[config.mk]
export PLATFORM = sky130hd
export DESIGN_NAME = scan_to_point_box_filter
export DESIGN_NICKNAME = d
export VERILOG_FILES = /design/src/rtl/sbf_pkg.sv /design/src/rtl/sbf_regs.sv /design/src/rtl/sbf_ctrl.sv /design/src/rtl/sbf_dp.sv /design/src/rtl/scan_to_point_box_filter.sv
export SDC_FILE = /design/constraint.sdc
export NUM_CORES = 2
export LEC_CHECK = 0
export BUFFER_PORTS_ARGS = -buffer_cell sky130_fd_sc_hd__buf_4
export CAP_MARGIN = 0
export CORE_ASPECT_RATIO = 1.75
export CORE_MARGIN = 4
export CORE_UTILIZATION = 60
export CTS_CLUSTER_SIZE = 14
export DETAILED_ROUTE_END_ITERATION = 8
export PLACE_DENSITY = 0.85
export SLEW_MARGIN = 15
export SYNTH_ARGS = -nofsm -noshare
export SYNTH_HDL_FRONTEND = slang
export SYNTH_SLANG_ARGS = --single-unit
[constraint.sdc]
create_clock -name clk -period 9.6 [get_ports clk]
set_input_delay 1.44 -clock clk [delete_from_list [all_inputs] [get_ports clk]]
set_output_delay 1.44 -clock clk [all_outputs]
set_load 0.02 [all_outputs]
[src/rtl/sbf_pkg.sv]
// ----------------------------------------------------------------------------
// sbf_pkg
// Shared types, constants and small functions of the scan to point box filter.
// ----------------------------------------------------------------------------
`default_nettype none

package sbf_pkg;

    // Largest number of z copies emitted for one beam.
    localparam int MAX_REPEATS = 16;
    // Resolution of the phase that feeds the sine evaluation.
    localparam int ANGLE_BITS  = 16;

    // Low angle bits that are dropped when the phase is coarser than 16 bits.
    localparam int ANGLE_DROP = (ANGLE_BITS < 16) ? (16 - ANGLE_BITS) : 0;
    localparam logic [13:0] FRAC_MASK = 14'(14'h3FFF << ANGLE_DROP);

    // Copy counter width: holds the repeat register and MAX_REPEATS.
    localparam int REP_W = $clog2(MAX_REPEATS + 1);
    localparam int CNT_W = (REP_W > 5) ? REP_W : 5;

    // One in Q30.
    localparam logic signed [31:0] Q30_ONE = 32'sh4000_0000;

    // Sequencer step count for the trig and projection phase.
    localparam int STEP_W = 5;
    localparam logic [STEP_W-1:0] TRIG_LAST = 5'd19;

    // Configuration register indexes.
    localparam logic [2:0] REG_BOX_MIN_X    = 3'd0;
    localparam logic [2:0] REG_BOX_MAX_X    = 3'd1;
    localparam logic [2:0] REG_BOX_MIN_Y    = 3'd2;
    localparam logic [2:0] REG_BOX_MAX_Y    = 3'd3;
    localparam logic [2:0] REG_REPEAT_COUNT = 3'd4;
    localparam logic [2:0] REG_HEIGHT_STEP  = 3'd5;
    localparam logic [2:0] REG_ANGLE_START  = 3'd6;
    localparam logic [2:0] REG_ANGLE_STEP   = 3'd7;

    // Operation of the shared multiplier, also selecting how its product is used.
    typedef enum logic [3:0] {
        OP_NONE,
        OP_ANGLE,
        OP_SQ_S,
        OP_SQ_C,
        OP_HORN_S,
        OP_HORN_C,
        OP_FIN_S,
        OP_FIN_C,
        OP_X,
        OP_Y
    } mul_op_t;

    typedef struct packed {
        logic signed [15:0] box_min_x;
        logic signed [15:0] box_max_x;
        logic signed [15:0] box_min_y;
        logic signed [15:0] box_max_y;
        logic [4:0]         repeat_count;
        logic [11:0]        height_step;
        logic [15:0]        angle_start;
        logic [15:0]        angle_step;
    } sbf_cfg_t;

    // Commands from the controller to the datapath.
    typedef struct packed {
        logic       accept;
        mul_op_t    op;
        logic [2:0] coef;
        logic       emit_init;
        logic       emit_adv;
    } sbf_cmd_t;

    // Status from the datapath to the controller.
    typedef struct packed {
        logic pass;
        logic last;
    } sbf_status_t;

    // Q30 coefficients of the odd sine series in powers of u^2.
    function automatic logic signed [31:0] sin_coef(input logic [2:0] idx);
        logic signed [31:0] c;
        unique case (idx)
            3'd0:    c = 32'sd1686629713;
            3'd1:    c = -32'sd693598668;
            3'd2:    c = 32'sd85569306;
            3'd3:    c = -32'sd5026995;
            3'd4:    c = 32'sd172272;
            3'd5:    c = -32'sd3864;
            default: c = 32'sd0;
        endcase
        return c;
    endfunction

    // Multiplier operation issued at each sequencer step.
    function automatic mul_op_t step_op(input logic [STEP_W-1:0] step);
        mul_op_t op;
        priority if (step == 5'd0)
            op = OP_ANGLE;
        else if (step == 5'd2)
            op = OP_SQ_S;
        else if (step == 5'd3)
            op = OP_SQ_C;
        else if (step >= 5'd4 && step <= 5'd13)
            op = step[0] ? OP_HORN_C : OP_HORN_S;
        else if (step == 5'd14)
            op = OP_FIN_S;
        else if (step == 5'd15)
            op = OP_FIN_C;
        else if (step == 5'd17)
            op = OP_X;
        else if (step == 5'd18)
            op = OP_Y;
        else
            op = OP_NONE;
        return op;
    endfunction

    // Horner coefficient for a series step: sine and cosine steps alternate.
    function automatic logic [2:0] step_coef(input logic [STEP_W-1:0] step);
        logic [STEP_W-1:0] d;
        d = step - 5'd4;
        return 3'd4 - d[3:1];
    endfunction

endpackage

`default_nettype wire

[src/rtl/sbf_regs.sv]
// ----------------------------------------------------------------------------
// sbf_regs
// Configuration register file, written through a plain write port.
// ----------------------------------------------------------------------------
`default_nettype none

module sbf_regs
    import sbf_pkg::*;
(
    input  wire logic        clk,
    input  wire logic        rst_n,
    input  wire logic        cfg_we,
    input  wire logic [2:0]  cfg_index,
    input  wire logic [15:0] cfg_data,
    output sbf_cfg_t         cfg
);

    sbf_cfg_t cfg_reg;
    sbf_cfg_t cfg_next;

    // Decode the write into the addressed register.
    always_comb
    begin
        cfg_next = cfg_reg;
        if (cfg_we)
        begin
            unique case (cfg_index)
                REG_BOX_MIN_X:    cfg_next.box_min_x    = cfg_data;
                REG_BOX_MAX_X:    cfg_next.box_max_x    = cfg_data;
                REG_BOX_MIN_Y:    cfg_next.box_min_y    = cfg_data;
                REG_BOX_MAX_Y:    cfg_next.box_max_y    = cfg_data;
                REG_REPEAT_COUNT: cfg_next.repeat_count = cfg_data[4:0];
                REG_HEIGHT_STEP:  cfg_next.height_step  = cfg_data[11:0];
                REG_ANGLE_START:  cfg_next.angle_start  = cfg_data;
                REG_ANGLE_STEP:   cfg_next.angle_step   = cfg_data;
            endcase
        end
    end

    always_ff @(posedge clk or negedge rst_n)
    begin
        if (!rst_n)
        begin
            cfg_reg.box_min_x    <= -16'sd2000;
            cfg_reg.box_max_x    <= 16'sd2000;
            cfg_reg.box_min_y    <= -16'sd2000;
            cfg_reg.box_max_y    <= 16'sd2000;
            cfg_reg.repeat_count <= 5'd10;
            cfg_reg.height_step  <= 12'd100;
            cfg_reg.angle_start  <= 16'd0;
            cfg_reg.angle_step   <= 16'd0;
        end
        else
        begin
            cfg_reg <= cfg_next;
        end
    end

    assign cfg = cfg_reg;

endmodule

`default_nettype wire

[src/rtl/sbf_ctrl.sv]
// ----------------------------------------------------------------------------
// sbf_ctrl
// Controller: takes a beam, steps the datapath through the trig series and
// the projection, checks the box and hands out the z copies.
// ----------------------------------------------------------------------------
`default_nettype none

module sbf_ctrl
    import sbf_pkg::*;
(
    input  wire logic        clk,
    input  wire logic        rst_n,
    input  wire logic        beam_valid,
    input  wire logic        range_valid,
    input  wire logic        point_stall,
    input  wire sbf_status_t status,
    output sbf_cmd_t         cmd,
    output logic             beam_stall,
    output logic             point_valid
);

    typedef enum logic [3:0] {
        ST_IDLE  = 4'b0001,
        ST_TRIG  = 4'b0010,
        ST_CHECK = 4'b0100,
        ST_EMIT  = 4'b1000
    } state_t;

    state_t            state_reg;
    state_t            state_next;
    logic [STEP_W-1:0] step_reg;
    logic [STEP_W-1:0] step_next;

    // Next state and command decode.
    always_comb
    begin
        state_next    = state_reg;
        step_next     = step_reg;
        cmd.accept    = 1'b0;
        cmd.op        = OP_NONE;
        cmd.coef      = 3'd0;
        cmd.emit_init = 1'b0;
        cmd.emit_adv  = 1'b0;
        unique case (state_reg)
            ST_IDLE:
            begin
                cmd.accept = beam_valid;
                step_next  = '0;
                // An invalid beam only advances the beam counter.
                if (beam_valid && range_valid)
                    state_next = ST_TRIG;
            end
            ST_TRIG:
            begin
                cmd.op    = step_op(step_reg);
                cmd.coef  = step_coef(step_reg);
                step_next = step_reg + 5'd1;
                if (step_reg == TRIG_LAST)
                    state_next = ST_CHECK;
            end
            ST_CHECK:
            begin
                cmd.emit_init = 1'b1;
                state_next    = status.pass ? ST_EMIT : ST_IDLE;
            end
            ST_EMIT:
            begin
                if (!point_stall)
                begin
                    cmd.emit_adv = 1'b1;
                    if (status.last)
                        state_next = ST_IDLE;
                end
            end
            default:
            begin
                state_next = ST_IDLE;
            end
        endcase
    end

    always_ff @(posedge clk or negedge rst_n)
    begin
        if (!rst_n)
        begin
            state_reg <= ST_IDLE;
            step_reg  <= '0;
        end
        else
        begin
            state_reg <= state_next;
            step_reg  <= step_next;
        end
    end

    assign beam_stall  = (state_reg != ST_IDLE);
    assign point_valid = (state_reg == ST_EMIT);

endmodule

`default_nettype wire

[src/rtl/sbf_dp.sv]
// ----------------------------------------------------------------------------
// sbf_dp
// Datapath: beam counter, one shared 32x32 multiplier with a registered
// product, sine/cosine series registers, point registers and copy counter.
// ----------------------------------------------------------------------------
`default_nettype none

module sbf_dp
    import sbf_pkg::*;
(
    input  wire logic         clk,
    input  wire logic         rst_n,
    input  wire sbf_cfg_t     cfg,
    input  wire sbf_cmd_t     cmd,
    input  wire logic [15:0]  range_mm,
    input  wire logic         scan_start,
    output sbf_status_t       status,
    output logic signed [16:0] point_x,
    output logic signed [16:0] point_y,
    output logic [15:0]       point_z,
    output logic              last_point
);

    // Beam counter and the latched beam.
    logic [15:0]        beam_cnt_reg;
    logic [15:0]        cur_cnt_reg;
    logic [15:0]        range_reg;
    logic [15:0]        cnt_used;

    // Multiplier pipeline.
    logic signed [31:0] mul_a;
    logic signed [31:0] mul_b;
    logic signed [63:0] prod_next;
    logic signed [63:0] prod_reg;
    mul_op_t            op_q_reg;
    logic [2:0]         coef_q_reg;

    // Series state.
    logic [1:0]         quad_reg;
    logic signed [31:0] u_reg;
    logic signed [31:0] v;
    logic signed [31:0] u2s_reg;
    logic signed [31:0] u2c_reg;
    logic signed [31:0] ps_reg;
    logic signed [31:0] pc_reg;
    logic [14:0]        s_reg;
    logic [14:0]        c_reg;
    logic signed [15:0] sn;
    logic signed [15:0] cs;

    // Product post-processing.
    logic signed [63:0] shr30;
    logic [15:0]        angle;
    logic signed [31:0] xy_rnd;

    // Point and copy state.
    logic signed [16:0] x_reg;
    logic signed [16:0] y_reg;
    logic [CNT_W-1:0]   k_reg;
    logic [15:0]        z_reg;
    logic [CNT_W-1:0]   rep_ext;
    logic [CNT_W-1:0]   n_copies;
    logic signed [16:0] min_x;
    logic signed [16:0] max_x;
    logic signed [16:0] min_y;
    logic signed [16:0] max_y;
    logic               in_box;

    // Round a Q30 value to Q1.15 and clamp it to [0, 32767].
    function automatic logic [14:0] round_q15(input logic signed [33:0] q30);
        logic signed [33:0] t;
        logic signed [33:0] r;
        logic [14:0]        res;
        t = q30 + 34'sd16384;
        r = t >>> 15;
        if (r > 34'sd32767)
            res = 15'h7FFF;
        else if (r < 34'sd0)
            res = 15'd0;
        else
            res = r[14:0];
        return res;
    endfunction

    // Beam counter: a start-of-scan beam uses zero, every beam advances it.
    assign cnt_used = scan_start ? 16'd0 : beam_cnt_reg;

    always_ff @(posedge clk or negedge rst_n)
    begin
        if (!rst_n)
            beam_cnt_reg <= 16'd0;
        else if (cmd.accept)
            beam_cnt_reg <= cnt_used + 16'd1;
    end

    always_ff @(posedge clk)
    begin
        if (cmd.accept)
        begin
            cur_cnt_reg <= cnt_used;
            range_reg   <= range_mm;
        end
    end

    // Cosine argument and quadrant sign mapping.
    assign v = Q30_ONE - u_reg;

    always_comb
    begin
        unique case (quad_reg)
            2'd0:
            begin
                sn = $signed({1'b0, s_reg});
                cs = $signed({1'b0, c_reg});
            end
            2'd1:
            begin
                sn = $signed({1'b0, c_reg});
                cs = -$signed({1'b0, s_reg});
            end
            2'd2:
            begin
                sn = -$signed({1'b0, s_reg});
                cs = -$signed({1'b0, c_reg});
            end
            2'd3:
            begin
                sn = -$signed({1'b0, c_reg});
                cs = $signed({1'b0, s_reg});
            end
        endcase
    end

    // Operand selection for the shared multiplier.
    always_comb
    begin
        unique case (cmd.op)
            OP_ANGLE:
            begin
                mul_a = $signed({16'd0, cur_cnt_reg});
                mul_b = $signed({16'd0, cfg.angle_step});
            end
            OP_SQ_S:
            begin
                mul_a = u_reg;
                mul_b = u_reg;
            end
            OP_SQ_C:
            begin
                mul_a = v;
                mul_b = v;
            end
            OP_HORN_S:
            begin
                mul_a = ps_reg;
                mul_b = u2s_reg;
            end
            OP_HORN_C:
            begin
                mul_a = pc_reg;
                mul_b = u2c_reg;
            end
            OP_FIN_S:
            begin
                mul_a = ps_reg;
                mul_b = u_reg;
            end
            OP_FIN_C:
            begin
                mul_a = pc_reg;
                mul_b = v;
            end
            OP_X:
            begin
                mul_a = $signed({16'd0, range_reg});
                mul_b = 32'(cs);
            end
            OP_Y:
            begin
                mul_a = $signed({16'd0, range_reg});
                mul_b = 32'(sn);
            end
            default:
            begin
                mul_a = 32'sd0;
                mul_b = 32'sd0;
            end
        endcase
    end

    assign prod_next = mul_a * mul_b;

    // The operation travels with its product so it is consumed in the cycle after the product is formed.
    always_ff @(posedge clk or negedge rst_n)
    begin
        if (!rst_n)
        begin
            op_q_reg   <= OP_NONE;
            coef_q_reg <= 3'd0;
        end
        else
        begin
            op_q_reg   <= cmd.op;
            coef_q_reg <= cmd.coef;
        end
    end

    assign shr30  = prod_reg >>> 30;
    assign angle  = cfg.angle_start + prod_reg[15:0];
    assign xy_rnd = prod_reg[31:0] + 32'sd16384;

    // Product register and consumption of the previous product.
    always_ff @(posedge clk)
    begin
        prod_reg <= prod_next;
        unique case (op_q_reg)
            OP_ANGLE:
            begin
                quad_reg <= angle[15:14];
                u_reg    <= $signed({2'b00, angle[13:0] & FRAC_MASK, 16'd0});
            end
            OP_SQ_S:
            begin
                u2s_reg <= shr30[31:0];
                ps_reg  <= sin_coef(3'd5);
            end
            OP_SQ_C:
            begin
                u2c_reg <= shr30[31:0];
                pc_reg  <= sin_coef(3'd5);
            end
            OP_HORN_S: ps_reg <= sin_coef(coef_q_reg) + shr30[31:0];
            OP_HORN_C: pc_reg <= sin_coef(coef_q_reg) + shr30[31:0];
            OP_FIN_S:  s_reg  <= round_q15(shr30[33:0]);
            OP_FIN_C:  c_reg  <= round_q15(shr30[33:0]);
            OP_X:      x_reg  <= xy_rnd[31:15];
            OP_Y:      y_reg  <= xy_rnd[31:15];
            default:
            begin
            end
        endcase
    end

    // Box test with inclusive limits and saturated copy count.
    assign min_x = $signed({cfg.box_min_x[15], cfg.box_min_x});
    assign max_x = $signed({cfg.box_max_x[15], cfg.box_max_x});
    assign min_y = $signed({cfg.box_min_y[15], cfg.box_min_y});
    assign max_y = $signed({cfg.box_max_y[15], cfg.box_max_y});
    assign in_box = (x_reg >= min_x) && (x_reg <= max_x) &&
                    (y_reg >= min_y) && (y_reg <= max_y);

    assign rep_ext  = CNT_W'(cfg.repeat_count);
    assign n_copies = (rep_ext > CNT_W'(MAX_REPEATS)) ? CNT_W'(MAX_REPEATS) : rep_ext;

    assign status.pass = in_box && (n_copies != '0);
    assign status.last = (k_reg == (n_copies - CNT_W'(1)));

    // Copy index and z accumulator; z wraps at 16 bits.
    always_ff @(posedge clk)
    begin
        if (cmd.emit_init)
        begin
            k_reg <= '0;
            z_reg <= 16'd0;
        end
        else if (cmd.emit_adv)
        begin
            k_reg <= k_reg + CNT_W'(1);
            z_reg <= z_reg + {4'd0, cfg.height_step};
        end
    end

    assign point_x    = x_reg;
    assign point_y    = y_reg;
    assign point_z    = z_reg;
    assign last_point = status.last;

endmodule

`default_nettype wire

[src/rtl/scan_to_point_box_filter.sv]
// ----------------------------------------------------------------------------
// scan_to_point_box_filter
// Converts laser beams (range, angle from a beam counter) to x/y points in
// millimetres, drops beams outside the x/y box and emits repeated z copies.
// A beam is taken only while the block is idle. A valid beam is first accepted,
// then a single shared 32x32 multiplier works out the beam angle, the Q30
// sine and cosine series (interleaved, one product per cycle) and x and y,
// and the box is tested; a beam in the box then puts out one point per cycle
// while point_stall is low. An invalid beam only advances the beam counter.
// There is no clearing pass after reset.
// ----------------------------------------------------------------------------
`default_nettype none

module scan_to_point_box_filter
    import sbf_pkg::*;
(
    input  wire logic         clk,
    input  wire logic         rst_n,
    input  wire logic         cfg_we,
    input  wire logic [2:0]   cfg_index,
    input  wire logic [15:0]  cfg_data,
    input  wire logic         beam_valid,
    output logic              beam_stall,
    input  wire logic [15:0]  range_mm,
    input  wire logic         range_valid,
    input  wire logic         scan_start,
    output logic              point_valid,
    input  wire logic         point_stall,
    output logic signed [16:0] point_x,
    output logic signed [16:0] point_y,
    output logic [15:0]       point_z,
    output logic              last_point
);

    sbf_cfg_t    cfg;
    sbf_cmd_t    cmd;
    sbf_status_t status;

    // Configuration registers.
    sbf_regs u_regs (
        .clk       (clk),
        .rst_n     (rst_n),
        .cfg_we    (cfg_we),
        .cfg_index (cfg_index),
        .cfg_data  (cfg_data),
        .cfg       (cfg)
    );

    // Sequencer.
    sbf_ctrl u_ctrl (
        .clk         (clk),
        .rst_n       (rst_n),
        .beam_valid  (beam_valid),
        .range_valid (range_valid),
        .point_stall (point_stall),
        .status      (status),
        .cmd         (cmd),
        .beam_stall  (beam_stall),
        .point_valid (point_valid)
    );

    // Arithmetic and point registers.
    sbf_dp u_dp (
        .clk        (clk),
        .rst_n      (rst_n),
        .cfg        (cfg),
        .cmd        (cmd),
        .range_mm   (range_mm),
        .scan_start (scan_start),
        .status     (status),
        .point_x    (point_x),
        .point_y    (point_y),
        .point_z    (point_z),
        .last_point (last_point)
    );

endmodule

`default_nettype wire

==> results.md <==
* Status: finished, violations left
* Failing checks: negative setup slack
* Storage element area at 0.0126 mm²
* CP max stage delay at 0.55 ns
* Initial cell density of the core at 60.6%
* Core Footprint at 0.0983 mm²
* Logic gate share of total power at 34.7%
* Reg2Reg Capture Point: u_dp.prod_reg[51]
* Area growth syn-to-layout at 22.4%
* Switching share of power at 35.4%
* Critical path origin: u_ctrl.step_reg[2]
* Die Wd at 246 µm
* Root buf cell: clkbuf_16
* Pwr dens at 90.1 mW/mm²
* WHS Endpoint: u_dp.point_z[7]
* GRT overflow at 0
* Cells after synthesis at 6127
* Overall routing resource usage at 42.1%
* Leakage at 34.4 nW
* Worst slew pin tran at 1.22 ns
* Worst EP required at 10.09 ns
* Hold Crit Class: register to register
* Worst skew pair latency at 0.59 ns
* Reg2reg start: u_ctrl.step_reg[2]
* Clock Power Share at 26.5%
* Drt wl/cell at 27.2 µm
* Antenna Violating Nets Remaining at 0
* Most frequent cells in the layout: inv_1 (1105), fa_1 (1009), buf_4 (851), nand2_1 (714), nor2_1 (591)
* Synth unique cells at 87
* Slowest CP cell: fa_1
* Input/output buffers at 94
* Initial antenna violation count at 13
* Max-cap viol count at 0
* Arr. time, crit path at 10.75 ns
* DRC Markers at 0
* Post-synthesis register bit count at 470
* Register share of total power at 38.8%
* Max clock buf depth at 3
* Via count at 51000
* WHS at 0.475 ns
* RSZ-0062 raised after global routing: true
* Htree depth at 2
* CTS buffer count at 42
* TritonCTS clock tree: done
* Hold Startpoint: u_dp.point_z[7]
* Hold_buf cts at 0
* Pwr Total at 6.57 mW
* GPL Wtd Cong at 1.07
* Final #Nets at 8370
* Setup violators final at 33
* Starting DRT DRC Count at 5010
* Vias in the first global route at 54200
* CP max FO at 8
* Worst setup EP type: register
* CTS sink count at 470
* Share of cells above drive strength 1 at 23.2%
* Post-Route WL at 225 mm
* Synth warnings at 0
* FMAX at 97.4 MHz
* Async set or reset register ratio after synthesis at 30.9%
* Worst-path clk slew at 0.07 ns
* Synth Net Count at 7582
* Detail Placement HPWL at 174 mm
* Multi-input logic area at 0.0435 mm²
* Rows at 152
* Fill cells at 6477
* Post-synthesis sequential area ratio at 21.1%
* Worst path most repeated cell: fa_1
* Post-route clock period utilization at 107%
* Top FF cell, synth: edfxtp_1
* Headroom to the max-slew limit at 17.4%
* Int Power at 4.24 mW
* Final min period at 10.26 ns
* Slew Viols, Final at 0
* NetSw at 2.33 mW
* Top-level I/O count at 95
* Cell Area, Synth at 0.0596 mm²
* Setup slack, reg-to-reg at -0.66 ns
* Die H at 425 µm
* R2r worst-path depth at 37
* Number of flip-flops in the largest register at 113
* Hold Violations, Final at 0
* First-pass GRT wire length at 322 mm
* DR vias/cell at 6.17
* IR drop worst, VDD at 0.168 mV
* Commonest non-fill, non-tap cell in the layout: inv_1
* Type of origin of the critical path: register
* Largest net degree at the start of global routing at 77
* Final Skew at 0.0277 ns
* Setup ws final at -0.662 ns
* Die area at 0.105 mm²
* Drt first pass iters at 9
* Post-synth EDFFs at 240
* Hold depth at 2
* CP Class: register to register
* Mean Syn Cell Area at 9.73 µm²
-- power groups by stage --
| stage | clock network (mW) | logic [mW] | registers [mW] |
|---|---|---|---|
| detailed placement | 0 | 1.97 | 2.57 |
| finish | 1.74 | 2.28 | 2.55 |
| global placement | 0 | 1.91 | 2.56 |
| global route | 1.81 | 2.40 | 2.56 |
| floorplan | 0 | 1.08 | 2.53 |
| CTS | 1.74 | 2.06 | 2.53 |
-- how the worst max path moves through the flow --
stage | endpoint | slack, ns | depth (start not counted)
4_1_cts | u_dp.prod_reg[63] | -0.32 | 40
2_1_floorplan | u_dp.prod_reg[62] | -0.04 | 39
6_report | u_dp.prod_reg[51] | -0.66 | 37
5_1_grt | u_dp.prod_reg[55] | -0.90 | 40
3_3_place_gp | u_dp.prod_reg[63] | -0.69 | 37
3_5_place_dp | u_dp.prod_reg[54] | -0.91 | 38
-- Yosys cell counts, types with 8 or more instances --
library cell  instances  area (µm²)
a211oi_1             21         158
a21boi_0              9        67.6
a21o_1               84         631
a21oi_1             150         751
a221o_1              19         190
a221oi_1              8        70.1
a221oi_2             10         150
a31oi_1              30         188
and2_1               44         275
and3_1               32         200
buf_1                 8        30.0
buf_2                99         495
buf_4                10        75.1
clkbuf_1            154         578
dfrtp_1             113        2830
dfstp_2              32         841
dfxtp_1              85        1700
edfxtp_1            240        7210
fa_1               1085       21700
ha_1                328        4100
inv_1              1147        4310
mux2_2               71         800
mux2i_1              59         591
nand2_1             725        2720
nand2b_1             41         257
nand3_1              59         295
nand4_1              34         213
nor2_1              631        2370
nor2b_1              45         282
nor3_1               50         250
nor3b_1               8        60.1
o211ai_1             23         173
o21a_1               22         165
o21ai_0             181         906
o21bai_1             17         128
o221ai_1             23         201
o22a_1               15         131
o22ai_1              30         188
o31ai_1              13        97.6
or2_2                16         100
or3_1                17         106
or4_1                 9        67.6
xnor2_1             116        1020
xor2_1               97         850
-- cells by family (layout without fill, tap and decap cells) --
logic type / after synthesis / in the layout / synth area share, %
simple gates: 1748 / 1748 / 12.6
buf+inv: 1427 / 2249 / 9.31
fa+ha+maj: 1413 / 1413 / 43.3
compound gates: 724 / 724 / 8.12
flops: 470 / 470 / 21.1
xor+xnor: 213 / 213 / 3.13
mux: 132 / 132 / 2.41
other cells: 0 / 13 / 0
-- cell type report --
type / instances / share of cell area, %
inverters: 1151 / 5.95
flip-flops and latches: 470 / 17.3
diodes: 13 / 0.0446
clock buffers: 70 / 1.77
repair buffers: 1020 / 13.0
clock inverters: 8 / 0.117
well taps: 1309 / 2.25
multi-input cells: 4230 / 59.7
-- metrics by stage --
step	cell area (µm²)	setup WS, ns	TNS [ns]	cells	util (%)
3_5_place_dp	68500	-0.911	-18.05	8073	69.7
5_1_grt	72900	-0.902	-19.06	8264	74.2
2_1_floorplan	59800	-0.0431	-0.0431	6127	-
4_1_cts	70800	-0.319	-4.58	8194	72.0
3_3_place_gp	68500	-0.691	-11.68	8073	69.7
6_report	72900	-0.662	-11.58	8271	74.2
-- repair_timing --
| action | CTS | global route |
|---|---|---|
| pin swaps | 30 | 159 |
| cloned | 1 | 8 |
| gates resized for setup | 121 | 340 |
| setup buffers | 42 | 58 |
| endpoints found under the setup margin | 36 | 39 |
-- worst max-delay path: cells and delay by family (launching register included) --
| kind | cells | cell delay, ns |
|---|---|---|
| compound gates | 9 | 2.34 |
| xor+xnor | 1 | 0.21 |
| fa+ha+maj | 10 | 4.33 |
| buf+inv | 10 | 1.19 |
| flops | 1 | 0.50 |
| mux | 1 | 0.29 |
| simple gates | 6 | 1.31 |
-- layer usage --
layer | global-route usage, % | wire length, µm | vias to the layer above
li1 | - | - | 20800
met1 | 41.2 | 62400 | 25100
met2 | 70.0 | 107000 | 3552
met3 | 9.53 | 22800 | 1552
met4 | 44.2 | 32900 | 8
met5 | 0 | 161 | -
Power figures use the tool's default switching activity.
